`config.mk`:
```
export PLATFORM = sky130hd
export DESIGN_NAME = patt_div
export DESIGN_NICKNAME = d
export VERILOG_FILES = /design/src/sv/patt_pkg.sv /design/src/sv/patt_div.sv
export SDC_FILE = /design/constraint.sdc
export NUM_CORES = 1
export LEC_CHECK = 0
export BUFFER_PORTS_ARGS = -buffer_cell sky130_fd_sc_hd__clkbuf_2
export CORE_UTILIZATION = 57
export DETAILED_ROUTE_END_ITERATION = 7
export PLACE_DENSITY = 0.95
export SLEW_MARGIN = 20
export SYNTH_ARGS = -nofsm -noshare
export SYNTH_HDL_FRONTEND = slang
export SYNTH_SLANG_ARGS = --single-unit
```
`constraint.sdc`:
```
create_clock -name clk -period 4.8 [get_ports clk]
set_input_delay 0.96 -clock clk [delete_from_list [all_inputs] [get_ports clk]]
set_output_delay 0.96 -clock clk [all_outputs]
set_load 0.05 [all_outputs]
```
`src/sv/patt_pkg.sv`:
```
`timescale 1ns / 1ps
// ============================================================================
// Page allocation tracking table: shared definitions
// Field widths, request and status codes, and configuration defaults used by
// the tracking table and its page rounding divider.
// ============================================================================
package patt_pkg;

    // Field widths of the request and result items.
    localparam int OP_W        = 2;
    localparam int ADDR_W      = 48;
    localparam int SIZE_W      = 32;
    localparam int STATUS_W    = 2;
    localparam int BYTES_W     = 32;
    localparam int TOTAL_W     = 41;
    localparam int SLOT_W      = 8;
    localparam int PAGES_W     = 16;
    localparam int PAGE_SIZE_W = 17;

    // Packed stream widths, rounded up to whole bytes.
    localparam int IN_W      = ADDR_W + SIZE_W;
    localparam int OUT_USED  = STATUS_W + BYTES_W + TOTAL_W + SLOT_W;
    localparam int OUT_W     = ((OUT_USED + 7) / 8) * 8;

    // Configuration port.
    localparam int APB_DATA_W = 32;
    localparam int APB_ADDR_W = 3;

    // Defaults for the top level parameters and registers.
    localparam int TABLE_DEPTH_DEFAULT  = 256;
    localparam int ADDRESS_BITS_DEFAULT = 48;
    localparam logic [PAGE_SIZE_W-1:0] PAGE_SIZE_RESET = 17'd4096;
    localparam logic [PAGE_SIZE_W-1:0] PAGE_SIZE_MAX   = 17'd65536;

    // Register indexes, decoded from the word address.
    typedef enum logic
    {
        REG_PAGE_SIZE = 1'b0,
        REG_UNUSED    = 1'b1
    } reg_index_t;

    // Request kinds.
    typedef enum logic [OP_W-1:0]
    {
        OP_RECORD  = 2'd0,
        OP_RELEASE = 2'd1,
        OP_QUERY   = 2'd2,
        OP_NONE    = 2'd3
    } op_t;

    // Result status codes.
    typedef enum logic [STATUS_W-1:0]
    {
        ST_OK        = 2'd0,
        ST_FULL      = 2'd1,
        ST_NOT_FOUND = 2'd2,
        ST_TOO_MANY  = 2'd3
    } status_t;

endpackage

```
`src/sv/patt_div.sv`:
```
`timescale 1ns / 1ps
// ============================================================================
// Page rounding divider
// Restoring radix-2 divider: divides a byte size by the page size, producing
// one quotient bit per cycle. Quotient and remainder hold after done.
// ============================================================================
module patt_div
    import patt_pkg::*;
(
    input  logic                   clk,
    input  logic                   rst_n,
    input  logic                   start,
    input  logic [SIZE_W-1:0]      dividend,
    input  logic [PAGE_SIZE_W-1:0] divisor,
    output logic                   done,
    output logic [SIZE_W-1:0]      quotient,
    output logic [PAGE_SIZE_W-1:0] remainder
);

    localparam int CNT_W = $clog2(SIZE_W + 1);

    logic                   busy_reg;
    logic                   done_reg;
    logic [CNT_W-1:0]       cnt_reg;
    logic [SIZE_W-1:0]      quo_reg;
    logic [PAGE_SIZE_W-1:0] rem_reg;
    logic [PAGE_SIZE_W-1:0] div_reg;

    logic [PAGE_SIZE_W:0]   trial;
    logic [PAGE_SIZE_W:0]   diff;
    logic                   fits;

    // One restoring step: bring down the next dividend bit and try a subtract.
    always_comb
    begin
        trial = {rem_reg, quo_reg[SIZE_W-1]};
        diff  = trial - {1'b0, div_reg};
        fits  = (trial >= {1'b0, div_reg});
    end

    // Step control.
    always_ff @(posedge clk or negedge rst_n)
    begin
        if (!rst_n)
        begin
            busy_reg <= 1'b0;
            done_reg <= 1'b0;
            cnt_reg  <= '0;
        end
        else
        begin
            done_reg <= 1'b0;
            if (start)
            begin
                busy_reg <= 1'b1;
                cnt_reg  <= CNT_W'(SIZE_W);
            end
            else if (busy_reg)
            begin
                cnt_reg <= cnt_reg - 1'b1;
                if (cnt_reg == CNT_W'(1))
                begin
                    busy_reg <= 1'b0;
                    done_reg <= 1'b1;
                end
            end
        end
    end

    // Quotient and partial remainder.
    always_ff @(posedge clk)
    begin
        if (start)
        begin
            quo_reg <= dividend;
            rem_reg <= '0;
            div_reg <= divisor;
        end
        else if (busy_reg)
        begin
            quo_reg <= {quo_reg[SIZE_W-2:0], fits};
            rem_reg <= fits ? diff[PAGE_SIZE_W-1:0] : trial[PAGE_SIZE_W-1:0];
        end
    end

    assign done      = done_reg;
    assign quotient  = quo_reg;
    assign remainder = rem_reg;

    // The final remainder is always below the divisor.
    assert property (@(posedge clk) disable iff (!rst_n)
        done_reg |-> (rem_reg < div_reg))
        else $error("divider remainder not below divisor");

    // A new division never starts on top of one in progress.
    assert property (@(posedge clk) disable iff (!rst_n)
        busy_reg |-> !start)
        else $error("divider started while busy");

    // Done follows only the last step of a division.
    assert property (@(posedge clk) disable iff (!rst_n)
        done_reg |-> ($past(busy_reg) && !busy_reg))
        else $error("divider done without a finished division");

endmodule

```
Word-level counts from Yosys, hierarchy flattened
Index checks and enable logic that the tools add are counted.
- word-level logic and storage cells: 22
- output and inout port bits: 50
- bits in registers: 74
- input port bits: 52
- multiplexer cells: 11
- eq/ne operators: 1
- $add $sub $neg: 2
- order comparisons: 1
- reductions and logical operators: 1
- operators with widths (cell ; number):
    32-bit two-way mux ; 2
    18-bit by 17-bit greater-or-equal comparator with 1-bit output ; 1
    17-bit two-way mux ; 1
    17-bit subtractor ; 1
    6-bit two-way mux ; 2
    6-bit by 1-bit equality test with 1-bit output, second input constant ; 1
    1-bit two-way mux ; 6
    6-bit by 1-bit subtractor with 6-bit output, second input constant ; 1
    2-bit nonzero test ; 1

Depth between registers and ports, before layout
- word-level depth: 4
- gate-level depth with buffers: 11
- depth with buffers taken out: 10

Least setup slack after synthesis
No wires, ideal clock.
- path kind: register to register
- from: reg quo_reg[31], in the netlist quotient[31]
- to: reg quo_reg[0], in the netlist quotient[0], data pin
- data arrival time: 2773 ps
- data required time: 4540 ps
- setup time: 260 ps
- period minus slack after synthesis: 3033 ps
- cell stages (with the launch flop): 11
- path buffers: 1
- path slack: 1767 ps
- cells stage by stage: edfxtp_1 -> inv_1 -> ha_1 -> inv_1 -> fa_1 -> a21o_1 -> a221oi_4 -> o21ai_4 -> a211o_2 -> buf_2 -> mux2_2
- cells in the longest elaborated chain, start to end: 3
- RTL lines (element ; line ; source):
    start: declaration ; patt_div.sv:25 ; logic [SIZE_W-1:0] quo_reg;
    start signal: assignment ; patt_div.sv:75 ; quo_reg <= dividend;
    start signal: assignment ; patt_div.sv:81 ; quo_reg <= {quo_reg[SIZE_W-2:0], fits};
    18-bit by 17-bit greater-or-equal comparator with 1-bit output ; patt_div.sv:38 ; fits = (trial >= {1'b0, div_reg});
    32-bit two-way mux ; patt_div.sv:79 ; else if (busy_reg)
    32-bit two-way mux ; patt_div.sv:73 ; if (start)
No other way between the ends. The select of a mux whose other input is x is not followed.
A chain may end at the register's enable or synchronous reset.

Final worst setup path
- from: reg quo_reg[31], in the netlist quotient[31]
- to: reg rem_reg[11], in the netlist remainder[11]
- cells in the longest elaborated chain, start to end: 2
- elaborated cells between the ends (all ways): 3
- those cells by class: add/sub (1); order compare (1); mux (1)
- RTL lines (element ; line ; source):
    17-bit subtractor or 18-bit by 17-bit greater-or-equal comparator with 1-bit output (tied branches) ; patt_div.sv:37, patt_div.sv:38 ;
    17-bit two-way mux (*) ; patt_div.sv:82 ; rem_reg <= fits ? diff[PAGE_SIZE_W-1:0] : trial[PAGE_SIZE_W-1:0];
    end signal: assignment ; patt_div.sv:82 ;
    end: declaration ; patt_div.sv:26 ; logic [PAGE_SIZE_W-1:0] rem_reg;
Every way passes the cells marked *; elsewhere a longest branch is shown, timed or not.

==> reports/qor.txt <==
Kind of critical path = flop to flop
Final hold vios = 0
Min-delay worst type = input port to asynchronous set/reset pin
Largest net degree at the start of global routing = 35
Core area = 6490 µm²
PnR worst setup slack = 1.54 ns
CP required = 4.96 ns
Clk pwr share = 27.8%
Slowest CP cell = a211oi_4
Synth warnings = 0
Cell chosen for the clock root = clkbuf_8
Status = complete, no violations
DRC Markers = 0
Hold Buf Count CTS = 0
Final WL = 9.24 mm
Setup violators final = 0
Die Y = 85.0 µm
Most frequent cells in the layout = 101 x clkbuf_2, 49 x edfxtp_1, 33 x mux2_2
DP Wirelength = 6.17 mm
Final ANT Viol Nets = 0
Slew Limit Fails = 0
Synth Instances = 340
Max-cap violations = 0
Starting Density = 60.4%
Worst Skew = 0.00807 ns
EDFF count, synth = 49
Sw Share = 36.1%
Pint = 1.37 mW
Tightest Pin Transition = 0.917 ns
Grt ovf = 0
Register area = 2010 µm²
Avg Inst Size Synth = 11.5 µm²
Routed wire per std cell = 17.7 µm
Ys async rst share = 10.8%
# diodes = 0
Share of cells above drive strength 1 = 36.5%
Post-synthesis sequential area ratio = 51.3%
Yosys top cell area share = 37.5%
Cts bufs inserted = 9
Leak = 2.10 nW
Top cells by area, synth = edfxtp_1 38%, mux2_2 9.5%, dfxtp_1 8.7%
Worst skew pair latency = 0.35 ns
FMAX = 307 MHz
Syn nets = 412
Vias per inst = 6.18
Gpl congestion = 0.904
Data arrival, critical path = 3.42 ns
Cell Area, Synth = 3920 µm²
Max reg flops = 32
Port Buf Inserts = 101
CP dominant cell by count = inv_1
PD cells = 453 nW/µm²
Rows = 29
Vias in the first global route = 3162
Unrepaired setup endpoints after global routing = false
Routed vias = 3230
Initial drt markers = 363
Fill cell count = 432
Pre-CTS setup slack = 1.67 ns
Postcts setup bufs = 0
Net Sw Power = 770 µW
Max clock buf depth = 2
Largest area contributor in the netlist = edfxtp_1
Reg power frac = 40.1%
Io pins = 102
First-pass GRT wire length = 14.9 mm
Max_slew headroom = 38.7%
Area of the multi-input gates = 1760 µm²
Commonest non-fill, non-tap cell in the layout = clkbuf_2
Logic gate share of total power = 32.1%
Layout area overhead = 20.2%
Clock sinks = 74
Top_reg_cell synth = edfxtp_1
Post-route minimum period = 3.26 ns
H-tree levels = 3
Global-route usage over all layers = 26.8%
Fin crit share = 67.9%
# nets final = 513
Initial antenna violation count = 0
Cell variety after synth = 59
Setup TNS = 0 ns
CP Launch Type = flop
CP Cell Sequence = inv_1 -> ha_1 -> inv_1 -> fa_1 -> a21o_1 -> a221oi_4 -> o21ai_4 -> a211oi_4 -> o311ai_0
Peak VDD IR = 0.279 mV
Post-synthesis sequential element count = 74
Pwr Total = 2.14 mW
TritonCTS clock tree = done
Chip width = 85.0 µm
CTS clock-pin slew for the worst setup and hold paths = 0.08 ns
DRT Pass-1 Iters = 7
Largest stage delay, worst path = 0.81 ns
Worst Path Max Fanout = 18
Worst Setup End Kind = flop
Post_cts resized = 0
Die area = 7220 µm²
## worst max-delay path: cells and delay by family (launching register included)
family | cells | cell delay, ns
compound gates | 5 | 1.91
buf+inv | 2 | 0.16
fa+ha+maj | 2 | 0.57
flops | 1 | 0.44
## synthesized netlist by cell type (2+ instances only)
master    instances
a21o_1            5
dfxtp_1          17
nand3_1           4
a211oi_1          3
xnor2_1           8
a32oi_1           6
a31oi_1           2
o21bai_1          3
xor2_1            7
inv_1            23
nand2_1          25
nand2b_1          6
clkbuf_1          6
buf_6             2
nand4_1           3
ha_1             19
buf_2             2
nor2b_1           3
nor3_1            6
a21oi_1          12
buf_1             3
edfxtp_1         49
o21ai_0          14
dfrtp_1           8
o21a_1            8
a311oi_1          6
o211ai_1          2
nor2_1           25
mux2_2           33
## through the flow
step / cells / util, % / hold slack [ns] / area (µm²)
CTS: 523 / 72.6 / 0.442 / 4720
detailed placement: 507 / 68.9 / 0.506 / 4470
floorplan: 340 / - / 0.480 / 3920
global placement: 507 / 68.9 / 0.487 / 4470
global route: 523 / 72.6 / 0.446 / 4720
finish: 523 / 72.6 / 0.444 / 4720
## power by group through the flow
stage / clock (mW) / sequential (mW) / combinational, mW
floorplan: 0 / 1.06 / 0.323
global placement: 0 / 0.862 / 0.647
detailed placement: 0 / 0.864 / 0.668
CTS: 0.599 / 0.855 / 0.679
global route: 0.625 / 0.866 / 0.733
finish: 0.594 / 0.856 / 0.685
## per-layer routing
| metal | up-vias | share of wire (%) | global-route usage [%] |
|---|---|---|---|
| met1 | 1516 | 40 | 31.7 |
| met3 | 49 | 8.4 | 7.49 |
| met2 | 203 | 48 | 43.8 |
| met5 | - | 0 | 0 |
| li1 | 1462 | - | - |
| met4 | 0 | 3.9 | 15.7 |
## cell type report
| cell class | instances | share of cell area, % |
|---|---|---|
| Sequential cell | 74 | 42.6 |
| Multi-Input combinational cell | 230 | 37.3 |
| Timing Repair Buffer | 103 | 11.0 |
| Clock buffer | 12 | 3.08 |
| Clock inverter | 4 | 2.09 |
| Tap cell | 77 | 2.04 |
| Inverter | 23 | 1.83 |
## logic make-up (layout without fill, tap and decap cells)
group           Yosys count  in the layout  synth area share, %
flops                    74             74                 51.3
buf+inv                  36            142                 3.89
compound gates           75             75                 14.4
fa+ha+maj                20             20                 6.57
simple gates             86             86                 10.8
mux                      34             34                 9.73
xor+xnor                 15             15                 3.35
## worst paths after layout
check,from,endpoint,slack (ns),cells after the start
max in group asynchronous,rst_n,cnt_reg[4]$_DFFE_PN0P_,4.18,1
hold / removal,rst_n,cnt_reg[2]$_DFFE_PN0P_,0.44,1
hold reg to reg,remainder[9]$_SDFFE_PP0P_,remainder[9]$_SDFFE_PP0P_,0.52,2
setup / recovery,quotient[31]$_DFFE_PP_,remainder[11]$_SDFFE_PP0P_,1.54,9
min in group clk,remainder[9]$_SDFFE_PP0P_,remainder[9]$_SDFFE_PP0P_,0.52,2
setup reg to reg,quotient[31]$_DFFE_PP_,remainder[11]$_SDFFE_PP0P_,1.54,9
No activity file was read; power rests on OpenSTA's default activity.
